File: src/rtl/plist_pkg.sv
// ----------------------------------------------------------------------------
// plist_pkg
// Shared types and constants of the positional list engine: opcodes, status
// codes, request and result structs, sequencer states.
// ----------------------------------------------------------------------------
package plist_pkg;

    localparam int PLIST_CAPACITY = 64;
    localparam int PLIST_POS_W    = 7;
    localparam int PLIST_VAL_W    = 32;

    typedef enum logic [2:0] {
        OP_INS_LAST  = 3'd0,
        OP_INS_FIRST = 3'd1,
        OP_INS_AT    = 3'd2,
        OP_DUMP      = 3'd3,
        OP_UPDATE_AT = 3'd4,
        OP_DEL_FIRST = 3'd5,
        OP_DEL_LAST  = 3'd6,
        OP_DEL_AT    = 3'd7
    } plist_op_t;

    typedef enum logic [1:0] {
        STAT_OK     = 2'd0,
        STAT_EMPTY  = 2'd1,
        STAT_BADPOS = 2'd2,
        STAT_FULL   = 2'd3
    } plist_status_t;

    typedef struct packed {
        plist_op_t                opcode;
        logic [PLIST_POS_W-1:0]   position;
        logic signed [PLIST_VAL_W-1:0] item_value;
    } plist_in_t;

    typedef struct packed {
        logic signed [PLIST_VAL_W-1:0] element_value;
        plist_status_t            status;
        logic                     last_of_run;
    } plist_out_t;

    typedef struct packed {
        logic       valid;
        plist_out_t data;
    } plist_push_t;

    typedef enum logic [2:0] {
        S_IDLE,
        S_INS,
        S_INS_WR,
        S_DEL,
        S_DEL_WR,
        S_DUMP_RD,
        S_DUMP_PUSH,
        S_RESP
    } plist_state_t;

endpackage

File: src/rtl/plist_store.sv
// ----------------------------------------------------------------------------
// plist_store
// List storage: one write port, one read port with registered read data.
// ----------------------------------------------------------------------------
module plist_store #(
    parameter int DEPTH = plist_pkg::PLIST_CAPACITY,
    parameter int AW    = $clog2(DEPTH)
) (
    input  logic                                 aclk,
    input  logic                                 wr_en,
    input  logic [AW-1:0]                        wr_addr,
    input  logic signed [plist_pkg::PLIST_VAL_W-1:0] wr_data,
    input  logic                                 rd_en,
    input  logic [AW-1:0]                        rd_addr,
    output logic signed [plist_pkg::PLIST_VAL_W-1:0] rd_data
);
    import plist_pkg::*;

    logic signed [PLIST_VAL_W-1:0] mem [DEPTH];
    logic signed [PLIST_VAL_W-1:0] rd_data_reg;

    always_ff @(posedge aclk) begin
        if (wr_en) begin
            mem[wr_addr] <= wr_data;
        end
    end

    always_ff @(posedge aclk) begin
        if (rd_en) begin
            rd_data_reg <= mem[rd_addr];
        end
    end

    assign rd_data = rd_data_reg;

endmodule

File: src/rtl/plist_seq.sv
// ----------------------------------------------------------------------------
// plist_seq
// Sequencer: checks each request against the element count, then moves
// entries one at a time through the store to open or close a gap, writes an
// update in place, or walks the store for a dump.
// ----------------------------------------------------------------------------
module plist_seq #(
    parameter int CAPACITY = plist_pkg::PLIST_CAPACITY,
    parameter int AW       = $clog2(CAPACITY),
    parameter int CW       = $clog2(CAPACITY + 1)
) (
    input  logic                                 aclk,
    input  logic                                 aresetn,
    input  logic                                 req_valid,
    output logic                                 req_ready,
    input  plist_pkg::plist_in_t                 req,
    input  logic                                 out_free,
    output plist_pkg::plist_push_t               push,
    output logic                                 mem_we,
    output logic [AW-1:0]                        mem_waddr,
    output logic signed [plist_pkg::PLIST_VAL_W-1:0] mem_wdata,
    output logic                                 mem_re,
    output logic [AW-1:0]                        mem_raddr,
    input  logic signed [plist_pkg::PLIST_VAL_W-1:0] mem_rdata
);
    import plist_pkg::*;

    // compare width covers both the count and the position field
    localparam int KW = ((CW > PLIST_POS_W) ? CW : PLIST_POS_W) + 1;

    plist_state_t state_reg, state_next;
    logic [CW-1:0] count_reg, count_next;
    logic [CW-1:0] cur_reg, cur_next;
    logic [CW-1:0] tgt_reg, tgt_next;
    logic signed [PLIST_VAL_W-1:0] val_reg, val_next;
    plist_status_t status_reg, status_next;

    logic          accept;
    logic [KW-1:0] pos_k, cnt_k, cur1_k;
    logic          is_empty, is_full, pos_zero, pos_over, pos_past_end;
    logic          at_target, del_done, dump_last;

    // decoded request
    plist_state_t  dec_state;
    plist_status_t dec_status;
    logic [CW-1:0] dec_cur, dec_tgt;
    logic          dec_update;

    assign accept       = req_valid && (state_reg == S_IDLE);
    assign req_ready    = (state_reg == S_IDLE);
    assign pos_k        = KW'(req.position);
    assign cnt_k        = KW'(count_reg);
    assign cur1_k       = KW'(cur_reg) + KW'(1);
    assign is_empty     = (count_reg == '0);
    assign is_full      = (cnt_k >= KW'(CAPACITY));
    assign pos_zero     = (req.position == '0);
    assign pos_over     = (pos_k > cnt_k);
    assign pos_past_end = (pos_k > cnt_k + KW'(1));
    assign at_target    = (cur_reg == tgt_reg);
    assign del_done     = (cur1_k == cnt_k);
    assign dump_last    = (cur1_k == cnt_k);

    always_comb begin
        dec_state  = S_RESP;
        dec_status = STAT_OK;
        dec_cur    = count_reg;
        dec_tgt    = count_reg;
        dec_update = 1'b0;
        case (req.opcode)
            OP_INS_LAST: begin
                if (is_full) begin
                    dec_status = STAT_FULL;
                end else begin
                    dec_state = S_INS;
                end
            end
            OP_INS_FIRST: begin
                if (is_full) begin
                    dec_status = STAT_FULL;
                end else begin
                    dec_state = S_INS;
                    dec_tgt   = '0;
                end
            end
            OP_INS_AT: begin
                if (pos_zero) begin
                    dec_status = STAT_BADPOS;
                end else if ((pos_k >= KW'(2)) && is_empty) begin
                    dec_status = STAT_EMPTY;
                end else if (pos_past_end) begin
                    dec_status = STAT_BADPOS;
                end else if (is_full) begin
                    dec_status = STAT_FULL;
                end else begin
                    dec_state = S_INS;
                    dec_tgt   = CW'(pos_k - KW'(1));
                end
            end
            OP_DUMP: begin
                if (is_empty) begin
                    dec_status = STAT_EMPTY;
                end else begin
                    dec_state = S_DUMP_RD;
                    dec_cur   = '0;
                end
            end
            OP_UPDATE_AT: begin
                if (is_empty) begin
                    dec_status = STAT_EMPTY;
                end else if (pos_zero || pos_over) begin
                    dec_status = STAT_BADPOS;
                end else begin
                    dec_update = 1'b1;
                end
            end
            OP_DEL_FIRST: begin
                if (is_empty) begin
                    dec_status = STAT_EMPTY;
                end else begin
                    dec_state = S_DEL;
                    dec_cur   = '0;
                end
            end
            OP_DEL_LAST: begin
                if (is_empty) begin
                    dec_status = STAT_EMPTY;
                end else begin
                    dec_state = S_DEL;
                    dec_cur   = count_reg - CW'(1);
                end
            end
            default: begin
                if (is_empty) begin
                    dec_status = STAT_EMPTY;
                end else if (pos_zero || pos_over) begin
                    dec_status = STAT_BADPOS;
                end else begin
                    dec_state = S_DEL;
                    dec_cur   = CW'(pos_k - KW'(1));
                end
            end
        endcase
    end

    // next state
    always_comb begin
        state_next = state_reg;
        case (state_reg)
            S_IDLE: begin
                if (accept) begin
                    state_next = dec_state;
                end
            end
            S_INS: begin
                state_next = at_target ? S_RESP : S_INS_WR;
            end
            S_INS_WR: begin
                state_next = S_INS;
            end
            S_DEL: begin
                state_next = del_done ? S_RESP : S_DEL_WR;
            end
            S_DEL_WR: begin
                state_next = S_DEL;
            end
            S_DUMP_RD: begin
                state_next = S_DUMP_PUSH;
            end
            S_DUMP_PUSH: begin
                if (out_free) begin
                    state_next = dump_last ? S_IDLE : S_DUMP_RD;
                end
            end
            S_RESP: begin
                if (out_free) begin
                    state_next = S_IDLE;
                end
            end
            default: begin
                state_next = S_IDLE;
            end
        endcase
    end

    // datapath registers
    always_comb begin
        count_next  = count_reg;
        cur_next    = cur_reg;
        tgt_next    = tgt_reg;
        val_next    = val_reg;
        status_next = status_reg;
        case (state_reg)
            S_IDLE: begin
                if (accept) begin
                    cur_next    = dec_cur;
                    tgt_next    = dec_tgt;
                    val_next    = req.item_value;
                    status_next = dec_status;
                end
            end
            S_INS: begin
                if (at_target) begin
                    count_next = count_reg + CW'(1);
                end
            end
            S_INS_WR: begin
                cur_next = cur_reg - CW'(1);
            end
            S_DEL: begin
                if (del_done) begin
                    count_next = count_reg - CW'(1);
                end
            end
            S_DEL_WR: begin
                cur_next = cur_reg + CW'(1);
            end
            S_DUMP_PUSH: begin
                if (out_free) begin
                    cur_next = cur_reg + CW'(1);
                end
            end
            default: begin
            end
        endcase
    end

    // store control and result push
    always_comb begin
        mem_we    = 1'b0;
        mem_waddr = cur_reg[AW-1:0];
        mem_wdata = mem_rdata;
        mem_re    = 1'b0;
        mem_raddr = cur_reg[AW-1:0];
        push      = '0;
        case (state_reg)
            S_IDLE: begin
                if (accept && dec_update) begin
                    mem_we    = 1'b1;
                    mem_waddr = AW'(pos_k - KW'(1));
                    mem_wdata = req.item_value;
                end
            end
            S_INS: begin
                if (at_target) begin
                    mem_we    = 1'b1;
                    mem_waddr = tgt_reg[AW-1:0];
                    mem_wdata = val_reg;
                end else begin
                    mem_re    = 1'b1;
                    mem_raddr = AW'(cur_reg - CW'(1));
                end
            end
            S_INS_WR: begin
                mem_we = 1'b1;
            end
            S_DEL: begin
                if (!del_done) begin
                    mem_re    = 1'b1;
                    mem_raddr = AW'(cur1_k);
                end
            end
            S_DEL_WR: begin
                mem_we = 1'b1;
            end
            S_DUMP_RD: begin
                mem_re = 1'b1;
            end
            S_DUMP_PUSH: begin
                push.valid              = 1'b1;
                push.data.element_value = mem_rdata;
                push.data.status        = STAT_OK;
                push.data.last_of_run   = dump_last;
            end
            S_RESP: begin
                push.valid              = 1'b1;
                push.data.element_value = '0;
                push.data.status        = status_reg;
                push.data.last_of_run   = 1'b1;
            end
            default: begin
            end
        endcase
    end

    always_ff @(posedge aclk) begin
        if (!aresetn) begin
            state_reg <= S_IDLE;
            count_reg <= '0;
        end else begin
            state_reg <= state_next;
            count_reg <= count_next;
        end
    end

    always_ff @(posedge aclk) begin
        cur_reg    <= cur_next;
        tgt_reg    <= tgt_next;
        val_reg    <= val_next;
        status_reg <= status_next;
    end

endmodule

File: src/rtl/positional_list_engine.sv
// ----------------------------------------------------------------------------
// positional_list_engine
// Ordered list of up to CAPACITY signed 32-bit values with positional insert,
// update, delete and dump, built around one store and a small sequencer.
//
//   channel   ports                      payload
//   request   s_valid s_ready s_data     plist_in_t  (opcode, position, value)
//   result    m_valid m_ready m_data     plist_out_t (element, status, last)
//
// An insert at list position p shifts the elements from p on up one place, a
// delete at p shifts those behind p down one place; each moved element costs a
// read and a write through the single store port pair. An update writes in
// place, errors only return a status and a dump pushes each element in turn.
// The request side is ready only while the sequencer is idle; results sit in
// an output register, so a stalled result blocks the sequencer only when the
// next one is due. Reset clears the element count; the store is not cleared.
// ----------------------------------------------------------------------------
module positional_list_engine #(
    parameter int CAPACITY = plist_pkg::PLIST_CAPACITY
) (
    input  logic                   aclk,
    input  logic                   aresetn,
    input  logic                   s_valid,
    output logic                   s_ready,
    input  plist_pkg::plist_in_t   s_data,
    output logic                   m_valid,
    input  logic                   m_ready,
    output plist_pkg::plist_out_t  m_data
);
    import plist_pkg::*;

    localparam int AW = (CAPACITY > 1) ? $clog2(CAPACITY) : 1;
    localparam int CW = $clog2(CAPACITY + 1);

    plist_push_t push;
    logic        out_free;
    logic        mem_we, mem_re;
    logic [AW-1:0] mem_waddr, mem_raddr;
    logic signed [PLIST_VAL_W-1:0] mem_wdata, mem_rdata;

    logic       m_valid_reg;
    plist_out_t m_data_reg;

    assign out_free = !m_valid_reg || m_ready;

    plist_seq #(
        .CAPACITY (CAPACITY),
        .AW       (AW),
        .CW       (CW)
    ) u_seq (
        .aclk      (aclk),
        .aresetn   (aresetn),
        .req_valid (s_valid),
        .req_ready (s_ready),
        .req       (s_data),
        .out_free  (out_free),
        .push      (push),
        .mem_we    (mem_we),
        .mem_waddr (mem_waddr),
        .mem_wdata (mem_wdata),
        .mem_re    (mem_re),
        .mem_raddr (mem_raddr),
        .mem_rdata (mem_rdata)
    );

    plist_store #(
        .DEPTH (CAPACITY),
        .AW    (AW)
    ) u_store (
        .aclk    (aclk),
        .wr_en   (mem_we),
        .wr_addr (mem_waddr),
        .wr_data (mem_wdata),
        .rd_en   (mem_re),
        .rd_addr (mem_raddr),
        .rd_data (mem_rdata)
    );

    // output register parts the sequencer from the result side
    always_ff @(posedge aclk) begin
        if (!aresetn) begin
            m_valid_reg <= 1'b0;
        end else if (push.valid && out_free) begin
            m_valid_reg <= 1'b1;
        end else if (m_ready) begin
            m_valid_reg <= 1'b0;
        end
    end

    always_ff @(posedge aclk) begin
        if (push.valid && out_free) begin
            m_data_reg <= push.data;
        end
    end

    assign m_valid = m_valid_reg;
    assign m_data  = m_data_reg;

endmodule

File: config.mk
export PLATFORM = sky130hd
export DESIGN_NAME = positional_list_engine
export DESIGN_NICKNAME = d
export VERILOG_FILES = /design/src/rtl/plist_pkg.sv /design/src/rtl/plist_store.sv /design/src/rtl/plist_seq.sv /design/src/rtl/positional_list_engine.sv
export SDC_FILE = /design/constraint.sdc
export NUM_CORES = 2
export LEC_CHECK = 0
export ABC_AREA = 1
export BUFFER_PORTS_ARGS = -buffer_cell sky130_fd_sc_hd__buf_2
export CAP_MARGIN = 10
export CORE_MARGIN = 3
export CORE_UTILIZATION = 47
export DETAILED_ROUTE_END_ITERATION = 8
export GPL_TIMING_DRIVEN = 0
export PLACE_DENSITY = 0.65
export SETUP_SLACK_MARGIN = 0.1
export SLEW_MARGIN = 20
export SYNTH_ARGS = -nofsm -noshare
export SYNTH_HDL_FRONTEND = slang
export SYNTH_HIERARCHICAL = 1
export SYNTH_SLANG_ARGS = --single-unit
export TNS_END_PERCENT = 20
File: constraint.sdc
create_clock -name aclk -period 6.31 [get_ports aclk]
set_input_delay 0.631 -clock aclk [delete_from_list [all_inputs] [get_ports aclk]]
set_output_delay 0.631 -clock aclk [all_outputs]
set_load 0.01 [all_outputs]
# After elaboration in Yosys (flattened, before gate mapping)
# Memories as Yosys holds them, arrays and structs flattened. A register that Yosys moved wholly into a read port is not among the register bits.
# Index checks and enable logic that the tools add are counted.
dict set report word_totals {
  reg_bits 94
  ram_bits 2048
  inputBits 46
  wordCells 130
  memories 1
}
# memory depth word_bits rd rd_ports_with_merged_regs write_ports line_no
set mem_list {}
lappend mem_list {u_store.mem 64 32 1 1 1 plist_store.sv:19} ;# logic signed [PLIST_VAL_W-1:0] mem [DEPTH];
dict set report op_classes {
  add_sub_neg 7
  order_cmp 4
  eq_ne 20
  muxes 64
  reduce_logical 24
}
# op count
set op_table {}
lappend op_table {{7-bit 2-to-1 mux} 13}
lappend op_table {{36-bit case mux with 2 select lines} 1}
lappend op_table {{32-bit 2-to-1 mux} 2}
lappend op_table {{32-bit case mux with 2 select lines} 1}
lappend op_table {{3-bit 2-to-1 mux} 12}
lappend op_table {{7-bit case mux with 2 select lines} 2}
lappend op_table {{7-bit case mux with 4 select lines} 1}
lappend op_table {{6-bit 2-to-1 mux} 4}
lappend op_table {{3-bit case mux with 8 select lines} 1}
lappend op_table {{6-bit case mux with 2 select lines} 2}
lappend op_table {{3-bit equality test (second input constant)} 7}
lappend op_table {{7-bit case mux with 3 select lines} 1}
lappend op_table {{7-bit by 1-bit subtractor with 7-bit output (second input constant)} 3}
lappend op_table {{7-bit by 1-bit adder with 8-bit output (second input constant)} 2}
lappend op_table {{2-bit 2-to-1 mux} 8}
lappend op_table {{3-bit case mux with 5 select lines} 1}
lappend op_table {{7-bit by 1-bit adder with 7-bit output (second input constant)} 2}
lappend op_table {{7-bit zero test} 2}
lappend op_table {{3-bit by 2-bit equality test with 1-bit output (second input constant)} 4}
lappend op_table {{1-bit 2-to-1 mux} 12}
lappend op_table {{3-bit AND reduction} 3}
lappend op_table {{8-bit by 7-bit equality test with 1-bit output} 1}
lappend op_table {{7-bit by 8-bit greater-than comparator with 1-bit output} 1}
lappend op_table {{2-bit OR reduction} 4}
lappend op_table {{other kinds (18)} 29}

# Depth between registers and ports, before layout
dict set report logic_depth {
  word_depth 10
  depth_mapped 27
  ltp_nobuf 22
}

# Modules after synthesis
# Netlist, hierarchy kept.
# mod instances cells_per_inst area_each_um2 seq_area_each_um2
set modules_own_cells {}
lappend modules_own_cells {plist_store 1 6772 83104.7 62459.9}
lappend modules_own_cells {plist_seq 1 706 5074.9 1641.6}
lappend modules_own_cells {positional_list_engine 1 42 1102.3 1071.0}

# Worst setup path after synthesis
# OpenSTA, ideal clock, no wires.
dict set report synth_path {
  path_type {input-to-reg}
  startpoint {input s_data[32] in the netlist's numbering}
  endpoint {memory u_store.mem[0][13], data pin}
  setup_ns 0.702
  t_arrival_ns 4.410
  required_time_ns 5.608
  slack_ns 1.198
  cell_stages 11
  n_path_buf 1
  cell_sequence {inv_1 ha_1 nand3_1 nor2_1 inv_1 nand2_1 nor2_4 nand3_4 a21oi_4 buf_6 o21ai_0}
}
dict set report synth_via {
  elab_chain_len 8
  elab_cells_between_ends 9
  cone_classes {order compare: 1; mux: 5; reduce/logical: 3}
}
# item line_no
set synth_rtl {}
lappend synth_rtl {{start: declaration} positional_list_engine.sv:25} ;# input plist_pkg::plist_in_t s_data,
lappend synth_rtl {{7-bit greater-than comparator / 7-bit zero test (equally long branches)} {plist_seq.sv:57, plist_seq.sv:56}}
lappend synth_rtl {{1-bit logical OR *} plist_seq.sv:110} ;# end else if (pos_zero || pos_over) begin
lappend synth_rtl {{1-bit 2-to-1 mux *} plist_seq.sv:110}
lappend synth_rtl {{1-bit 2-to-1 mux *} plist_seq.sv:108} ;# if (is_empty) begin
lappend synth_rtl {{1-bit 2-to-1 mux *} plist_seq.sv:69} ;# case (req.opcode)
lappend synth_rtl {{1-bit logical AND *} plist_seq.sv:237} ;# if (accept && dec_update) begin
lappend synth_rtl {{32-bit 2-to-1 mux *} plist_seq.sv:237}
lappend synth_rtl {{32-bit case mux with 2 select lines *} plist_seq.sv:235} ;# case (state_reg)
lappend synth_rtl {{via mem_wdata[13]} positional_list_engine.sv:39} ;# logic signed [PLIST_VAL_W-1:0] mem_wdata, mem_rdata;
lappend synth_rtl {{end: declaration} plist_store.sv:19}
# Mark *: on every way through the listed nets, which the timed path passes. The rest lies on a longest branch.

# Worst setup path in the final report
dict set report layout_path {
  startpoint {register u_seq.cur_reg[1]}
  endpoint {register u_store.rd_data_reg[13], in the netlist u_store/rd_data[13], read port of u_store.mem, data pin}
}
dict set report layout_via {
  elab_chain_len 4
  elab_cells_between_ends 10
  cone_classes {add/sub: 2; eq/ne: 2; mux: 6}
}
# item line_no
set layout_rtl {}
lappend layout_rtl {{start: declaration} plist_seq.sv:33} ;# logic [CW-1:0] cur_reg, cur_next;
lappend layout_rtl {{start signal: assignment} plist_seq.sv:296} ;# cur_reg <= cur_next;
lappend layout_rtl {{7-bit by 1-bit adder with 8-bit output} plist_seq.sv:53} ;# assign cur1_k = KW'(cur_reg) + KW'(1);
lappend layout_rtl {{8-bit by 7-bit equality test with 1-bit output} plist_seq.sv:60} ;# assign del_done = (cur1_k == cnt_k);
lappend layout_rtl {{6-bit 2-to-1 mux} plist_seq.sv:257} ;# if (!del_done) begin
lappend layout_rtl {{6-bit case mux with 2 select lines *} plist_seq.sv:235}
lappend layout_rtl {{via mem_raddr[2]} positional_list_engine.sv:38} ;# logic [AW-1:0] mem_waddr, mem_raddr;
lappend layout_rtl {{end: declaration} plist_store.sv:20} ;# logic signed [PLIST_VAL_W-1:0] rd_data_reg;
# Marks and branches as above.
# A chain may end at the register's enable or synchronous reset.

==> impl_metrics.prom <==
# TYPE chip_impl_metric gauge
chip_impl_metric{name="floorplan.io_pins",unit=""} 83
chip_impl_metric{name="dr.first_iter.drc_count",unit=""} 12400
chip_impl_metric{name="final.setup_skew",unit="ps"} 44.2
chip_impl_metric{name="post-place-cells",unit=""} 10300
chip_impl_info{name="synth_top_flop_cell",value="edfxtp_1"} 1
chip_impl_metric{name="port_buffer_count",unit=""} 82
chip_impl_metric{name="setup-violations-final",unit=""} 2
chip_impl_info{name="synth_area_leader_cell",value="edfxtp_1"} 1
chip_impl_metric{name="dp_hpwl",unit="mm"} 250
chip_impl_metric{name="hold_vio_cnt_final",unit=""} 0
chip_impl_metric{name="fin_nets",unit=""} 8112
chip_impl_metric{name="post_synth_inst_count",unit=""} 7520
chip_impl_info{name="hp-start",value="s_data[11]"} 1
chip_impl_info{name="synth_most_common_cell",value="nand2_1"} 1
chip_impl_metric{name="max_freq",unit="MHz"} 155
chip_impl_metric{name="floorplan.rows",unit=""} 159
chip_impl_info{name="status",value="complete, but fails checks"} 1
chip_impl_metric{name="initial_utilization",unit="%"} 47.4
chip_impl_metric{name="clk_path_buf_depth",unit=""} 3
chip_impl_metric{name="global_route_wire_length_before_repair",unit="mm"} 481
chip_impl_metric{name="setup_tns_after_final_layout",unit="ps"} -182
chip_impl_metric{name="grt_start_max_net_pins",unit=""} 45
chip_impl_metric{name="area_of_the_mapped_netlist",unit="sq mm"} 0.0893
chip_impl_metric{name="worst_skew_pair.late_latency",unit="ps"} 880
chip_impl_metric{name="final_layout_size_suffix_gt1_share",unit="%"} 13.0
chip_impl_info{name="violations",value="setup timing"} 1
chip_impl_metric{name="tightest_slew",unit="ps"} 1290
chip_impl_metric{name="wire_per_inst",unit="um"} 32.8
chip_impl_info{name="netlist_top_cells_count",value="nand2_1, edfxtp_1, nand3_1, buf_2, nor2_1"} 1
chip_impl_info{name="cell_chosen_for_the_clock_root",value="clkbuf_16"} 1
chip_impl_metric{name="h-tree-depth",unit=""} 4
chip_impl_metric{name="grt_antenna_before_repair",unit=""} 28
chip_impl_metric{name="num_clock_sinks",unit=""} 2174
chip_impl_metric{name="post_synth_num_cell_types",unit=""} 49
chip_impl_info{name="hold_end",value="u_seq/val_reg[11]"} 1
chip_impl_info{name="synthTopCellsByArea",value="edfxtp_1, nand3_1, nand2_1, buf_2, nor2_1"} 1
chip_impl_metric{name="finalWeightedCongestion",unit=""} 1.01
chip_impl_metric{name="timing.reg2reg.worst_path_depth",unit=""} 22
chip_impl_info{name="setup_repair_after_global_routing_missed_its_margin",value="true"} 1
chip_impl_metric{name="cts_post_setup_buffers_inserted",unit=""} 0
chip_impl_metric{name="slack_of_the_critical_path",unit="ps"} -135
chip_impl_metric{name="postSynthNetCount",unit=""} 7587
chip_impl_metric{name="core_area",unit="sq mm"} 0.188
chip_impl_metric{name="yosys_register_bits",unit=""} 2174
chip_impl_metric{name="detailroute.via_count",unit=""} 67800
chip_impl_metric{name="final_period_minus_worst_setup_slack",unit="ps"} 6450
chip_impl_info{name="timing.rr.start",value="u_seq/cur_reg[1]"} 1
chip_impl_metric{name="die-area",unit="sq mm"} 0.195
chip_impl_metric{name="yosysWarnings",unit=""} 6
chip_impl_metric{name="globalRouteTotalUtil",unit="%"} 35.3
chip_impl_metric{name="final-max-slew-violation-count",unit=""} 0
chip_impl_metric{name="timing.reg2reg.setup_slack",unit="ps"} -140
chip_impl_info{name="cts_tree",value="yes"} 1
chip_impl_metric{name="ant_nets",unit=""} 0
chip_impl_metric{name="drt_pass1_iterations",unit=""} 8
chip_impl_metric{name="layout_worst_path_cycle_share",unit="%"} 102
chip_impl_metric{name="number_of_enable_flip_flop_cells_after_synthesis",unit=""} 2163
chip_impl_metric{name="timing.critical_path.required",unit="ps"} 6950
chip_impl_metric{name="drt_drc_violations_left",unit=""} 0
chip_impl_metric{name="synth_to_final_area_change",unit="%"} 18.2
chip_impl_metric{name="hold_depth",unit=""} 1
chip_impl_metric{name="die_height",unit="um"} 442
chip_impl_metric{name="sequential_share_of_the_synthesized_area",unit="%"} 73.0
chip_impl_metric{name="first_global_vias",unit=""} 62000
chip_impl_metric{name="clk_pin_slew_worst_setup_hold_paths",unit="ps"} 60
chip_impl_info{name="hold_path.class",value="primary input to flip-flop"} 1
chip_impl_metric{name="detail_route.wirelength",unit="mm"} 352
chip_impl_info{name="worstSetupPathType",value="flip-flop to flip-flop"} 1
chip_impl_metric{name="final_cells",unit=""} 10800
chip_impl_metric{name="slew-limit-headroom",unit="%"} 13.6
chip_impl_metric{name="max_cap_viol_count",unit=""} 0
chip_impl_metric{name="cp.arrival",unit="ps"} 7080
chip_impl_metric{name="max_reg_flops",unit=""} 2048
chip_impl_metric{name="fp.dieW",unit="um"} 442
chip_impl_metric{name="share_of_the_synthesized_area_in_the_top_cell_type",unit="%"} 72.7
chip_impl_metric{name="globalRoute.totalOverflow",unit=""} 0
chip_impl_metric{name="postSynthAreaPerCell",unit="sq um"} 11.9
chip_impl_metric{name="post_drt_via_cell_ratio",unit=""} 6.31
chip_impl_metric{name="final.hold.worst_slack",unit="ps"} 71.3
chip_impl_metric{name="cts_inserted_buffers",unit=""} 215
chip_impl_info{name="timing.critical_path.from_type",value="flip-flop"} 1
chip_impl_metric{name="synth_async_sr_flop_share",unit="%"} 0
chip_impl_info{name="cp-end-kind",value="flip-flop"} 1
chip_impl_metric{name="critical_path.max_fanout",unit=""} 11
chip_impl_info{name="rr_endpoint",value="u_store/rd_data[13]"} 1
how the worst max path moves through the flow:
stage,cells after the start,from,endpoint,slack (ps)
after floorplan,11,s_data[32],u_store/mem[0][13],1200
after global placement,12,s_data[32],u_store/mem[56][16],-6000
after detailed placement,23,u_seq/cur_reg[1],u_store/rd_data[19],150
after CTS,23,u_seq/cur_reg[1],u_store/rd_data[19],120
after global routing,22,u_seq/cur_reg[1],u_store/rd_data[12],30
final,22,u_seq/cur_reg[1],u_store/rd_data[13],-140
metrics by stage:
| step | area (sq um) | util (%) | setup slack (ps) |
|---|---|---|---|
| floorplan | 89300 | - | 1200 |
| global placement | 92800 | 49.3 | -6000 |
| detailed placement | 98200 | 52.1 | 147 |
| CTS | 105000 | 56.0 | 122 |
| global route | 105000 | 56.0 | 29.6 |
| finish | 105000 | 56.0 | -135 |
layout make-up:
| class | count | area [sq um] |
|---|---|---|
| sequential | 2174 | 65200 |
| antenna | 19 | 47.5 |
| timing repair buffer | 308 | 5270 |
| multi-input combinational | 4761 | 22100 |
| tap | 2495 | 3120 |
| inverter | 113 | 429 |
| buffer | 472 | 2500 |
| clock buffer | 274 | 5660 |
| fill | 15100 | 82900 |
| clock inverter | 134 | 1210 |
repair_timing:
action,4_1_cts,5_1_grt
endpoints found under the hold margin,31,0
gates resized for setup,0,8
setup endpoints to repair,0,8
hold buffers,31,0
layout by cell type, fill, tap and decap left out, types with 8 or more instances in the layout:
master         count
a21oi_1           32
a22oi_1           18
buf_1             54
buf_12            90
buf_16            95
buf_2            346
buf_4             40
buf_6             30
buf_8              8
bufinv_16         14
clkbuf_1         124
clkbuf_16        217
clkbuf_2          16
clkinv_1          55
clkinv_2          43
dfxtp_1           11
diode_2           19
dlygate4sd3_1     31
edfxtp_1        2163
ha_1              21
inv_1            100
inv_2             10
nand2_1         2408
nand3_1         1933
nand3_4           18
nand4_1           13
nor2_1            90
nor2_4            68
nor3_1             8
o211ai_1          19
o21ai_0           25
o21ai_4           16
o22ai_1           15
xor2_1            17
critical path: stages (launching register included):
cell	delay (ps)
edfxtp_1	350
buf_2	250
inv_1	90
ha_1	360
inv_1	70
nand2_1	60
nand2_1	50
nor2_1	140
nand3_1	120
nor2_2	140
nand4_4	220
o211ai_1	360
inv_1	170
o21bai_1	210
buf_2	400
buf_2	700
buf_1	910
nand3_1	370
nand3_1	290
nand3_1	200
nand2_1	330
nand2_1	100
nand2_1	260
per-layer routing:
layer | GRT usage, % | wire [um]
met1 | 45.1 | 120000
met2 | 51.6 | 150000
met3 | 12.5 | 55100
met4 | 21.8 | 27800
met5 | 0 | 196
kinds of logic after synthesis:
family / count (synthesis) / synth area share [%]
buf+inv: 585 / 3.25
flops: 2174 / 73.0
fa+ha+maj: 21 / 0.294
simple gates: 4564 / 22.2
compound gates: 153 / 1.07
xor+xnor: 23 / 0.226
Power is not shown: default switching activity piles up to over one toggle a cycle in this logic, so the estimate is an artifact.
